**config.mk**
```make
export PLATFORM = sky130hd
export DESIGN_NAME = string_to_integer_parser_unit
export DESIGN_NICKNAME = d
export VERILOG_FILES = /design/src/strtoi_pkg.sv /design/src/strtoi_mac.sv /design/src/strtoi_core.sv /design/src/string_to_integer_parser_unit.sv
export SDC_FILE = /design/constraint.sdc
export NUM_CORES = 2
export LEC_CHECK = 0
export BUFFER_PORTS_ARGS = -buffer_cell sky130_fd_sc_hd__buf_4
export CORE_ASPECT_RATIO = 1.25
export CORE_MARGIN = 3
export CORE_UTILIZATION = 50
export CTS_BUF_LIST = sky130_fd_sc_hd__clkbuf_2
export CTS_CLUSTER_SIZE = 28
export DETAILED_ROUTE_END_ITERATION = 6
export PLACE_DENSITY = 0.67
export SLEW_MARGIN = 20
export SYNTH_ARGS = -nofsm -noshare
export SYNTH_HDL_FRONTEND = slang
export SYNTH_HIERARCHICAL = 1
export SYNTH_SLANG_ARGS = --single-unit
```
**constraint.sdc**
```tcl
create_clock -name clk -period 23 [get_ports clk]
set_clock_uncertainty 0.1 [all_clocks]
set_input_delay 1.15 -clock clk [delete_from_list [all_inputs] [get_ports clk]]
set_output_delay 1.15 -clock clk [all_outputs]
set_load 0.01 [all_outputs]
```
**src/strtoi_pkg.sv**
```systemverilog
// strtoi_pkg: shared types and character constants of the string to integer parser
// used by strtoi_mac, strtoi_core and string_to_integer_parser_unit; depends on nothing
`timescale 1ns / 1ps
`default_nettype none

package strtoi_pkg;

	localparam int VALUE_W  = 64;
	localparam int OFFSET_W = 16;
	localparam int RADIX_W  = 6;
	localparam int CH_W     = 8;

	localparam logic [CH_W-1:0] CH_NUL0   = 8'h30; // '0'
	localparam logic [CH_W-1:0] CH_NINE   = 8'h39; // '9'
	localparam logic [CH_W-1:0] CH_UP_A   = 8'h41; // 'A'
	localparam logic [CH_W-1:0] CH_UP_Z   = 8'h5A; // 'Z'
	localparam logic [CH_W-1:0] CH_LO_A   = 8'h61; // 'a'
	localparam logic [CH_W-1:0] CH_LO_Z   = 8'h7A; // 'z'
	localparam logic [CH_W-1:0] CH_LO_X   = 8'h78; // 'x'
	localparam logic [CH_W-1:0] CH_UP_X   = 8'h58; // 'X'
	localparam logic [CH_W-1:0] CH_MINUS  = 8'h2D; // '-'
	localparam logic [CH_W-1:0] CH_PLUS   = 8'h2B; // '+'
	localparam logic [CH_W-1:0] CH_SPACE  = 8'h20;
	localparam logic [CH_W-1:0] CH_TAB    = 8'h09;
	localparam logic [CH_W-1:0] CH_CR     = 8'h0D;

	localparam logic [RADIX_W-1:0] BASE_AUTO = 6'd0;
	localparam logic [RADIX_W-1:0] BASE_OCT  = 6'd8;
	localparam logic [RADIX_W-1:0] BASE_DEC  = 6'd10;
	localparam logic [RADIX_W-1:0] BASE_HEX  = 6'd16;

	// digit value of an invalid character, above any 6-bit base
	localparam logic [RADIX_W:0] DIGIT_NONE = 7'd64;

	typedef struct packed {
		logic                       valid;
		logic signed [VALUE_W-1:0]  value;
		logic [OFFSET_W-1:0]        end_offset;
		logic                       range_error;
		logic                       any_digits;
	} result_t;

endpackage

`default_nettype wire

```
**src/strtoi_mac.sv**
```systemverilog
// strtoi_mac: accumulator times base plus digit, with saturation at the signed limit
// uses strtoi_pkg for widths
`timescale 1ns / 1ps
`default_nettype none

module strtoi_mac (
	input  wire logic [strtoi_pkg::VALUE_W-1:0] acc,
	input  wire logic [strtoi_pkg::RADIX_W-1:0] base,
	input  wire logic [strtoi_pkg::RADIX_W-1:0] digit,
	input  wire logic                           negative,
	output logic      [strtoi_pkg::VALUE_W-1:0] acc_next,
	output logic                                over
);

	localparam int PROD_W = strtoi_pkg::VALUE_W + strtoi_pkg::RADIX_W + 1;

	logic [strtoi_pkg::RADIX_W-1:0] mult;
	logic [PROD_W-1:0]              prod;
	logic [strtoi_pkg::VALUE_W-1:0] limit;

	// base zero behaves as one
	assign mult  = (base == '0) ? strtoi_pkg::RADIX_W'(1) : base;
	assign limit = negative ? {1'b1, {(strtoi_pkg::VALUE_W-1){1'b0}}}
	                        : {1'b0, {(strtoi_pkg::VALUE_W-1){1'b1}}};

	// exact product compared with the limit
	assign prod = PROD_W'(acc) * PROD_W'(mult) + PROD_W'(digit);
	assign over = prod > PROD_W'(limit);
	assign acc_next = over ? limit : prod[strtoi_pkg::VALUE_W-1:0];

endmodule

`default_nettype wire

```
**src/strtoi_core.sv**
```systemverilog
// strtoi_core: per-string parse state and the single-step character handling
// uses strtoi_pkg and strtoi_mac
`timescale 1ns / 1ps
`default_nettype none

module strtoi_core #(
	parameter int COUNT_WIDTH = 16
) (
	input  wire logic                           clk,
	input  wire logic                           arst_n,
	input  wire logic                           step_en,
	input  wire logic [strtoi_pkg::CH_W-1:0]    ch,
	input  wire logic                           start,
	input  wire logic [strtoi_pkg::RADIX_W-1:0] radix,
	output strtoi_pkg::result_t                 res
);

	typedef enum logic [2:0] {
		PH_IDLE, PH_SPACE, PH_SIGNED, PH_ZERO, PH_PREFIX, PH_DIGITS
	} phase_t;

	typedef enum logic [1:0] {
		DS_NONE, DS_SOME, DS_OVER
	} dstat_t;

	localparam logic [COUNT_WIDTH-1:0] CNT_MAX = '1;

	function automatic logic [strtoi_pkg::RADIX_W:0] digit_of(
		input logic [strtoi_pkg::CH_W-1:0] c
	);
		logic [strtoi_pkg::RADIX_W:0] d;
		if (c >= strtoi_pkg::CH_NUL0 && c <= strtoi_pkg::CH_NINE)
			d = 7'(c - strtoi_pkg::CH_NUL0);
		else if (c >= strtoi_pkg::CH_UP_A && c <= strtoi_pkg::CH_UP_Z)
			d = 7'(c - strtoi_pkg::CH_UP_A + 8'd10);
		else if (c >= strtoi_pkg::CH_LO_A && c <= strtoi_pkg::CH_LO_Z)
			d = 7'(c - strtoi_pkg::CH_LO_A + 8'd10);
		else
			d = strtoi_pkg::DIGIT_NONE;
		return d;
	endfunction

	phase_t                          phase_q, phase_e, phase_n;
	dstat_t                          ds_q, ds_e, ds_n;
	logic                            neg_q, neg_e, neg_n;
	logic [strtoi_pkg::RADIX_W-1:0]  base_q, base_e, base_n, base_dig;
	logic [strtoi_pkg::VALUE_W-1:0]  acc_q, acc_e, acc_n, mac_acc;
	logic [COUNT_WIDTH-1:0]          cnt_q, cnt_n;
	logic [31:0]                     cnt_ext;
	logic [strtoi_pkg::OFFSET_W-1:0] cnt_sat;
	logic [strtoi_pkg::RADIX_W:0]    dig;
	logic                            active, mac_over, is_space, auto_or_hex;
	logic                            do_digit;
	logic [strtoi_pkg::VALUE_W-1:0]  mag;

	assign active  = step_en && (start || phase_q != PH_IDLE);
	assign phase_e = start ? PH_SPACE : phase_q;
	assign ds_e    = start ? DS_NONE : ds_q;
	assign neg_e   = start ? 1'b0 : neg_q;
	assign base_e  = start ? radix : base_q;
	assign acc_e   = start ? '0 : acc_q;
	assign cnt_n   = start ? '0 : ((cnt_q == CNT_MAX) ? cnt_q : cnt_q + 1'b1);

	assign cnt_ext = 32'(cnt_n);
	assign cnt_sat = (|cnt_ext[31:16]) ? '1 : cnt_ext[15:0];

	assign dig         = digit_of(ch);
	assign is_space    = ch == strtoi_pkg::CH_SPACE
	                  || (ch >= strtoi_pkg::CH_TAB && ch <= strtoi_pkg::CH_CR);
	assign auto_or_hex = base_e == strtoi_pkg::BASE_AUTO || base_e == strtoi_pkg::BASE_HEX;

	// base that a digit in this step is checked against
	always_comb begin
		base_dig = base_e;
		if (base_e == strtoi_pkg::BASE_AUTO) begin
			if (phase_e == PH_ZERO)
				base_dig = strtoi_pkg::BASE_OCT;
			else if (phase_e == PH_SPACE || phase_e == PH_SIGNED)
				base_dig = strtoi_pkg::BASE_DEC;
		end
	end

	strtoi_mac u_mac (
		.acc      (acc_e),
		.base     (base_dig),
		.digit    (dig[strtoi_pkg::RADIX_W-1:0]),
		.negative (neg_e),
		.acc_next (mac_acc),
		.over     (mac_over)
	);

	always_comb begin
		phase_n  = phase_e;
		ds_n     = ds_e;
		neg_n    = neg_e;
		base_n   = base_e;
		acc_n    = acc_e;
		do_digit = 1'b0;
		res      = '0;
		mag      = '0;
		case (phase_e)
			PH_SPACE: begin
				if (is_space) begin
					phase_n = PH_SPACE;
				end else if (ch == strtoi_pkg::CH_MINUS) begin
					neg_n   = 1'b1;
					phase_n = PH_SIGNED;
				end else if (ch == strtoi_pkg::CH_PLUS) begin
					phase_n = PH_SIGNED;
				end else if (auto_or_hex && ch == strtoi_pkg::CH_NUL0) begin
					phase_n = PH_ZERO;
				end else begin
					base_n   = base_dig;
					do_digit = 1'b1;
				end
			end
			PH_SIGNED: begin
				if (auto_or_hex && ch == strtoi_pkg::CH_NUL0) begin
					phase_n = PH_ZERO;
				end else begin
					base_n   = base_dig;
					do_digit = 1'b1;
				end
			end
			PH_ZERO: begin
				if (ch == strtoi_pkg::CH_LO_X || ch == strtoi_pkg::CH_UP_X) begin
					base_n  = strtoi_pkg::BASE_HEX;
					phase_n = PH_PREFIX;
				end else begin
					// the leading zero counts as a digit, value stays zero
					base_n   = base_dig;
					ds_n     = DS_SOME;
					do_digit = 1'b1;
				end
			end
			PH_PREFIX, PH_DIGITS: begin
				do_digit = 1'b1;
			end
			PH_IDLE: begin
				phase_n = PH_IDLE;
			end
			default: begin
				phase_n = PH_IDLE;
			end
		endcase

		if (do_digit) begin
			phase_n = PH_DIGITS;
			if (dig >= {1'b0, base_n}) begin
				mag              = (ds_n == DS_NONE) ? '0 : acc_n;
				res.valid        = active;
				res.value        = neg_n ? -mag : mag;
				res.end_offset   = (ds_n == DS_NONE) ? '0 : cnt_sat;
				res.range_error  = ds_n == DS_OVER;
				res.any_digits   = ds_n != DS_NONE;
				phase_n          = PH_IDLE;
			end else if (ds_n != DS_OVER) begin
				acc_n = mac_acc;
				ds_n  = mac_over ? DS_OVER : DS_SOME;
			end
		end
	end

	always_ff @(posedge clk or negedge arst_n) begin
		if (!arst_n) begin
			phase_q <= PH_IDLE;
			ds_q    <= DS_NONE;
			neg_q   <= 1'b0;
			base_q  <= '0;
			acc_q   <= '0;
			cnt_q   <= '0;
		end else if (active) begin
			phase_q <= phase_n;
			ds_q    <= ds_n;
			neg_q   <= neg_n;
			base_q  <= base_n;
			acc_q   <= acc_n;
			cnt_q   <= cnt_n;
		end
	end

endmodule

`default_nettype wire

```
**src/string_to_integer_parser_unit.sv**
```systemverilog
// string_to_integer_parser_unit: streaming characters in, one signed 64-bit result per string
// uses strtoi_pkg and strtoi_core
`timescale 1ns / 1ps
`default_nettype none

// Takes one character per transaction and sustains one character per clock while the output
// side keeps up. A character is held in an input register and handled by the parse step (a
// 64 by 6 bit multiply-add with a saturation compare, which sets the clock path) when it
// advances; the terminating character's result is then written to the output register.
// Input stalls whenever a character is held and the output register is full and not being
// taken, whether or not that character ends a string. The radix register resets to 16 and is
// sampled when a start mark is handled.
module string_to_integer_parser_unit #(
	parameter int COUNT_WIDTH = 16
) (
	input  wire logic        clk,
	input  wire logic        arst_n,
	input  wire logic        cfg_we,
	input  wire logic [5:0]  cfg_wdata,  // radix
	input  wire logic        s_tvalid,
	output logic             s_tready,
	input  wire logic [7:0]  s_tdata,    // ch
	input  wire logic        s_tuser,    // start_req
	output logic             m_tvalid,
	input  wire logic        m_tready,
	output logic [87:0]      m_tdata     // value, end_offset, range_error, any_digits, zero pad
);

	localparam logic [strtoi_pkg::RADIX_W-1:0] RADIX_RESET = strtoi_pkg::BASE_HEX;

	logic [strtoi_pkg::RADIX_W-1:0] radix_q;
	logic                           valid_s1;
	logic [strtoi_pkg::CH_W-1:0]    ch_s1;
	logic                           start_s1;
	logic                           advance;
	strtoi_pkg::result_t            res;
	strtoi_pkg::result_t            out_q;

	assign advance  = valid_s1 && (!m_tvalid || m_tready);
	assign s_tready = !valid_s1 || advance;

	always_ff @(posedge clk or negedge arst_n) begin
		if (!arst_n) begin
			radix_q <= RADIX_RESET;
		end else if (cfg_we) begin
			radix_q <= cfg_wdata;
		end
	end

	always_ff @(posedge clk or negedge arst_n) begin
		if (!arst_n) begin
			valid_s1 <= 1'b0;
		end else if (s_tready) begin
			valid_s1 <= s_tvalid;
		end
	end

	always_ff @(posedge clk) begin
		if (s_tready && s_tvalid) begin
			ch_s1    <= s_tdata;
			start_s1 <= s_tuser;
		end
	end

	strtoi_core #(
		.COUNT_WIDTH (COUNT_WIDTH)
	) u_core (
		.clk     (clk),
		.arst_n  (arst_n),
		.step_en (advance),
		.ch      (ch_s1),
		.start   (start_s1),
		.radix   (radix_q),
		.res     (res)
	);

	always_ff @(posedge clk or negedge arst_n) begin
		if (!arst_n) begin
			out_q <= '0;
		end else if (advance && res.valid) begin
			out_q <= res;
		end else if (m_tready) begin
			out_q.valid <= 1'b0;
		end
	end

	assign m_tvalid = out_q.valid;
	assign m_tdata  = {6'd0, out_q.any_digits, out_q.range_error,
	                   out_q.end_offset, out_q.value};

endmodule

`default_nettype wire
```
Word level (Yosys, flattened, before mapping)
Index checks and enable logic that the tools add are counted.
{"block": "classes", "mul": 1, "n_addsub": 8, "mux": 55, "order_cmp": 10, "n_eq_ne": 15, "n_reduce_logical": 25}
{"op": "64-bit 2-to-1 mux", "count": 8}
{"op": "83-bit 2-to-1 mux", "count": 2}
{"op": "70-bit by 6-bit adder with 71-bit output", "count": 1}
{"op": "71-bit by 64-bit greater-than comparator with 1-bit output", "count": 1}
{"op": "64-bit by 6-bit multiplier with 70-bit output", "count": 1}
{"op": "64-bit negator", "count": 1}
{"op": "6-bit 2-to-1 mux", "count": 10}
{"op": "16-bit 2-to-1 mux", "count": 3}
{"op": "8-bit by 6-bit == test with 1-bit output (second input constant)", "count": 4}
{"op": "3-bit 2-to-1 mux", "count": 8}
{"op": "7-bit 2-to-1 mux", "count": 3}
{"op": "6-bit one-hot mux with 3 select lines", "count": 1}
{"op": "16-bit by 1-bit adder with 16-bit output (second input constant)", "count": 1}
{"op": "16-bit == test (second input constant)", "count": 1}
{"op": "8-bit by 7-bit == test with 1-bit output (second input constant)", "count": 2}
{"op": "8-bit by 7-bit greater-or-equal comparator with 1-bit output (second input constant)", "count": 2}
{"op": "8-bit by 7-bit <= comparator with 1-bit output (second input constant)", "count": 2}
{"op": "7-bit by 4-bit adder with 7-bit output (second input constant)", "count": 2}
{"op": "2-bit 2-to-1 mux", "count": 7}
{"op": "7-bit subtractor (second input constant)", "count": 2}
{"op": "6-bit zero test", "count": 2}
{"op": "3-bit one-hot mux with 4 select lines", "count": 1}
{"op": "1-bit 2-to-1 mux", "count": 11}
{"op": "1-bit logical AND", "count": 9}
{"op": "other kinds (19)", "count": 29}
{"block": "totals", "register_bits": 191, "out_inout_bits": 90}

Logic depth before layout (Yosys ltp)
{"block": "depth", "depth_word": 16, "mapped_depth": 47, "mapped_depth_nobuf": 41}

Modules after synthesis
The synthesis kept the hierarchy.
{"mod": "strtoi_mac", "instances": 1, "seq_area_each_um2": 0.0, "cells_each": 1725, "area_each_um2": 15434.8}
{"mod": "strtoi_core", "instances": 1, "seq_area_each_um2": 2302.2, "cells_each": 1157, "area_each_um2": 8682.1}
{"mod": "string_to_integer_parser_unit", "instances": 1, "seq_area_each_um2": 2523.7, "cells_each": 212, "area_each_um2": 3727.3}

Worst setup path after synthesis
No wires, ideal clock.
{"block": "synth_timing", "kind": "flip-flop to flip-flop", "startpoint": "register start_s1", "endpoint": "register u_core.ds_q[0]", "stages_incl_launch_ff": 46, "t_arrival_ps": 9683, "n_path_buf": 8, "setup_time_ps": 87, "required_time_ps": 22813, "slack_ps": 13130, "cell_sequence": "edfxtp_1 > buf_2 > buf_2 > buf_2 > clkbuf_1 > clkbuf_1 > mux2i_1 > o21ai_0 > or4_1 > o21bai_1 > clkbuf_1 > nand2_1 > fa_1 > fa_1 > inv_1 > fa_1 > inv_1 > fa_1 > [... 10 more ...] > o21bai_1 > xor2_1 > ha_1 > nand2_1 > nor4_1 > nand3_1 > nor4_1 > a31o_2 > a21o_1 > o2111ai_1 > nor4_4 > buf_6 > buf_8 > inv_1 > inv_1 > a21oi_1 > mux2_1 > a22oi_1"}
{"block": "synth_via", "elab_chain_cells": 15, "word_cells_on_any_way": 46, "classes_between": "1 x add/sub; 1 x mul; 2 x order compare; 7 x eq/ne; 27 x mux; 8 x reduce/logical"}
{"item": "start, declared", "line": "string_to_integer_parser_unit.sv:34", "text": "logic start_s1;"}
{"item": "start signal, assigned", "line": "string_to_integer_parser_unit.sv:61", "text": "start_s1 <= s_tuser;"}
{"item": "3-bit 2-to-1 mux", "line": "strtoi_core.sv:57", "text": "assign phase_e = start ? PH_SPACE : phase_q;"}
{"item": "3-bit by 1-bit == test with 1-bit output / 3-bit by 2-bit == test with 1-bit output (equally long branches)", "line": "strtoi_core.sv:78", "text": "else if (phase_e == PH_SPACE || phase_e == PH_SIGNED)"}
{"item": "1-bit logical OR", "line": "strtoi_core.sv:78"}
{"item": "6-bit 2-to-1 mux", "line": "strtoi_core.sv:78"}
{"item": "6-bit 2-to-1 mux", "line": "strtoi_core.sv:76", "text": "if (phase_e == PH_ZERO)"}
{"item": "6-bit 2-to-1 mux (*)", "line": "strtoi_core.sv:75", "text": "if (base_e == strtoi_pkg::BASE_AUTO) begin"}
{"item": "named net u_core.base_dig, one bit", "line": "strtoi_core.sv:46", "text": "logic [strtoi_pkg::RADIX_W-1:0] base_q, base_e, base_n, base_dig;"}
{"item": "6-bit zero test", "line": "strtoi_mac.sv:22", "text": "assign mult = (base == '0) ? strtoi_pkg::RADIX_W'(1) : base;"}
{"item": "6-bit 2-to-1 mux (*)", "line": "strtoi_mac.sv:22"}
{"item": "64-bit by 6-bit multiplier with 70-bit output (*)", "line": "strtoi_mac.sv:27", "text": "assign prod = PROD_W'(acc) * PROD_W'(mult) + PROD_W'(digit);"}
{"item": "70-bit by 6-bit adder with 71-bit output (*)", "line": "strtoi_mac.sv:27"}
{"item": "71-bit by 64-bit greater-than comparator with 1-bit output (*)", "line": "strtoi_mac.sv:28", "text": "assign over = prod > PROD_W'(limit);"}
{"item": "named net u_core.mac_over", "line": "strtoi_core.sv:52", "text": "logic active, mac_over, is_space, auto_or_hex;"}
{"item": "2-bit 2-to-1 mux (*)", "line": "strtoi_core.sv:159", "text": "ds_n = mac_over ? DS_OVER : DS_SOME;"}
{"item": "2-bit 2-to-1 mux (*)", "line": "strtoi_core.sv:157", "text": "end else if (ds_n != DS_OVER) begin"}
{"item": "2-bit 2-to-1 mux (*)", "line": "strtoi_core.sv:149", "text": "if (dig >= {1'b0, base_n}) begin"}
{"item": "2-bit 2-to-1 mux (*)", "line": "strtoi_core.sv:147", "text": "if (do_digit) begin"}
{"item": "end signal, assigned", "line": "strtoi_core.sv:174", "text": "ds_q <= ds_n;"}
{"item": "end, declared", "line": "strtoi_core.sv:44", "text": "dstat_t ds_q, ds_e, ds_n;"}
Mark *: on every way through the listed nets, which the timed path passes. The rest lies on a longest branch.
A chain may end at the register's enable or synchronous reset.

Worst setup path in the final report
{"block": "layout_timing", "startpoint": "register start_s1", "endpoint": "register u_core/acc_q[15] (netlist name)"}
{"block": "layout_via", "elab_chain_cells": 15, "word_cells_on_any_way": 46, "classes_between": "1 x add/sub; 1 x mul; 2 x order compare; 7 x eq/ne; 27 x mux; 8 x reduce/logical"}
{"item": "3-bit 2-to-1 mux", "line": "strtoi_core.sv:57"}
{"item": "3-bit by 1-bit == test with 1-bit output / 3-bit by 2-bit == test with 1-bit output (equally long branches)", "line": "strtoi_core.sv:78"}
{"item": "1-bit logical OR", "line": "strtoi_core.sv:78"}
{"item": "6-bit 2-to-1 mux", "line": "strtoi_core.sv:78"}
{"item": "6-bit 2-to-1 mux", "line": "strtoi_core.sv:76"}
{"item": "6-bit 2-to-1 mux (*)", "line": "strtoi_core.sv:75"}
{"item": "named net u_core.base_dig, one bit", "line": "strtoi_core.sv:46"}
{"item": "6-bit zero test", "line": "strtoi_mac.sv:22"}
{"item": "6-bit 2-to-1 mux (*)", "line": "strtoi_mac.sv:22"}
{"item": "64-bit by 6-bit multiplier with 70-bit output (*)", "line": "strtoi_mac.sv:27"}
{"item": "70-bit by 6-bit adder with 71-bit output (*)", "line": "strtoi_mac.sv:27"}
{"item": "71-bit by 64-bit greater-than comparator with 1-bit output", "line": "strtoi_mac.sv:28"}
{"item": "64-bit 2-to-1 mux (*)", "line": "strtoi_mac.sv:29", "text": "assign acc_next = over ? limit : prod[strtoi_pkg::VALUE_W-1:0];"}
{"item": "named net u_core.mac_acc, one bit", "line": "strtoi_core.sv:47", "text": "logic [strtoi_pkg::VALUE_W-1:0] acc_q, acc_e, acc_n, mac_acc;"}
{"item": "64-bit 2-to-1 mux (*)", "line": "strtoi_core.sv:157"}
{"item": "64-bit 2-to-1 mux (*)", "line": "strtoi_core.sv:149"}
{"item": "64-bit 2-to-1 mux (*)", "line": "strtoi_core.sv:147"}
{"item": "end signal, assigned", "line": "strtoi_core.sv:177", "text": "acc_q <= acc_n;"}
{"item": "end, declared", "line": "strtoi_core.sv:47"}
Marks and branches as above.

==> metrics.yaml <==
timing:
  slew-limit-headroom_pct: 35.90
  setup_slack_ns: 10.09
  rsz0062_at_grt: "no"
  fmax_mhz: 77.46
  worst_pin_slew_ns: 0.9615
  min_period_over_period_pct: 56.13
  hold_viol: 0
  slew_viol_final: 0
  holdWs_ns: 0.1271
  period_needed_ns: 12.91
  setup_tns_ns: 0
  setup_viol: 0
synthesis:
  yosysTopAreaCellShare_pct: 18.12
  synth-async-reset-ratio_pct: 95.29
  syn_area_per_cell_um2: 8.999
  synth_area_leaders: "fa_1 (18%), dfrtp_1 (16%), ha_1 (10%)"
  yosys.area.top_type: "fa_1"
  post_synth_instance_area_um2: 27840
  synth-seq-cells: 191
  synth_edf_count: 9
  synth-seq-area-share_pct: 17.33
  ys.flop_type: "dfrtp_1"
  ys_types: 108
  yosysWarnings: 6
  syn-instance-count: 3094
clock_network:
  cts_setup_buffers: 0
  htreeDepth: 4
  clock_latency_ns: 1.00
  path_clk_slew_ns: 0.33
  cts_buffer_depth: 2
  numCtsBuffers: 17
  cts_resized: 0
  cts_tree: "built"
  cts_root_buffer: "clkbuf_2"
  clock-sinks: 191
  cts_hold_buf: 0
pwr:
  p_int_uw: 462.8
  power_frac_clock_pct: 22.0
  p_leak_uw: 0.01517
  power_uw: 823.9
  pwr-share-comb_pct: 32.5
  swShare_pct: 43.83
  p_sw_uw: 361.1
  worst_ir_drop_vdd_uv: 37.53
  power.density_nw_per_um2: 28.31
  power_frac_seq_pct: 45.5
global_routing:
  antenna_found_initial: 2
  grt_pass1_vias: 24480
  grt_pass1_wl_um: 134600
  grt_start_max_net_pins: 115
  groute.usage.overall_pct: 28.74
  grt_overflow: 0
layout:
  fillerInstances: 5160
  fin_util_pct: 52.90
  syn2layout_area_growth_pct: 4.520
  drive_gt1_share_pct: 11.78
  multi_input_area_um2: 21390
  layout_common_cells: "and2_1 (329), nand2_1 (282), fa_1 (252), ha_1 (230), inv_1 (202)"
  num-nets-final: 3571
  final_common_cell: "and2_1"
  seqCellArea_um2: 4826
die:
  die_width_um: 217.1
  start_util_pct: 50.61
  core_area_um2: 55010
  die_h_um: 269.8
  boundaryPins: 110
  rows: 96
  dieArea_um2: 58570
placement:
  gp_congestion: 0.9453
  port_buffers: 103
  place_ws_ns: 10.38
  dp_hpwl_um: 64550
detailed_routing:
  wl_per_cell_um: 21.88
  vias: 23148
  routed_wl_um: 83560
  drtAntennaViolNets: 0
  drt_iter0_markers: 1920
  vias_per_cell: 6.061
  drtPass1Iterations: 6
  drc_errors: 0
critical_path:
  crit_type: "reg -> reg"
  reg2regPathDepth: 41
  worstPathMaxFanout: 65
  end_kind: "flop"
  required_ns: 23.77
  rr_startpoint: "start_s1"
  cpPeakStageDelay_ns: 0.78
  cp-start-kind: "flop"
  cp_common_cell: "buf_4"
  reg2reg_to: "u_core/acc_q[15]"
  crit_path_top_delay_cell: "buf_4"
  r2r_setup_slack_ns: 10.09
  cp_top_family: "compound AO/OA/AOI/OAI gates"
  critPathBufInv: 9
  arrival_ns: 13.68
run_status:
  outcome: "completed"
run:
  max_cap_viol_count: 0
hold_path:
  holdCritPathClass: "in -> async"
-- worst max-delay path by stage --
stage | to | slack [ns] | start | depth (start not counted)
floorplan | u_core/ds_q[0] | 13.13 | start_s1 | 45
global placement | u_core/acc_q[7] | 10.70 | start_s1 | 41
detailed placement | u_core/acc_q[8] | 10.38 | start_s1 | 41
CTS | u_core/acc_q[8] | 10.32 | start_s1 | 41
global route | u_core/acc_q[8] | 9.40 | start_s1 | 41
finish | u_core/acc_q[15] | 10.09 | start_s1 | 41
-- logic make-up after synthesis --
family | after synthesis | synth area share [%]
AOI/OAI and AO/OA | 526 | 12.56
xor gates and xnor gates | 116 | 3.649
adders and majority gates | 482 | 28.45
buffers and inverters | 381 | 6.179
DFF | 191 | 17.33
muxes | 240 | 9.976
other | 1 | 0.01347
and+or+nand+nor | 1157 | 21.84
-- power by group through the flow --
stage / logic, uW / clock network, uW / registers, uW
2_1_floorplan: 187 / 0 / 369
3_3_place_gp: 259 / 0 / 378
3_5_place_dp: 265 / 0 / 379
4_1_cts: 266 / 187 / 374
5_1_grt: 291 / 198 / 377
6_report: 268 / 181 / 374
-- per-stage QoR --
stage	cells	cell area (um^2)
floorplan	3099	27860
global placement	3785	28860
detailed placement	3785	28860
CTS	3817	29090
global route	3818	29100
finish	3819	29100
-- routing by layer --
metal  up-vias  part of all wire [%]  GRT usage, %
met5         -                     0             0
met4         0                   5.1         14.05
met3       225                   5.2         3.578
met2       827                    51         51.08
met1     11576                    38         34.22
li1      10520                     -             -
-- flip-flops by register name (all words and copies together), names as in the netlist --
| signal | count |
|---|---|
| m_tdata | 82 |
| valid_s1 | 1 |
| u_core/ds_q | 2 |
| u_core/phase_q | 3 |
| radix_q | 6 |
| start_s1 | 1 |
| ch_s1 | 8 |
| u_core/acc_q | 64 |
| m_tvalid | 1 |
| u_core/neg_q | 1 |
| u_core/cnt_q | 16 |
| u_core/base_q | 6 |
-- synth_stat cells, drive strengths merged, types with 65 or more instances --
cell / count
nor2: 200
and2: 329
dfrtp: 181
a21oi: 151
xnor2: 65
fa: 252
inv: 205
nor2b: 72
nand2: 284
buf: 65
ha: 230
mux2i: 81
o21ai: 117
clkbuf: 111
mux2: 159
-- cell type report --
cell class / count / share of cell area [%]
Sequential cell: 191 / 16.58
Inverter: 205 / 2.644
Multi-Input combinational cell: 2527 / 73.49
Antenna cell: 2 / 0.01720
Clock inverter: 14 / 0.4987
Tap cell: 735 / 3.160
Clock buffer: 18 / 0.3095
Timing Repair Buffer: 127 / 3.298
No activity file was read; power rests on OpenSTA's default activity.
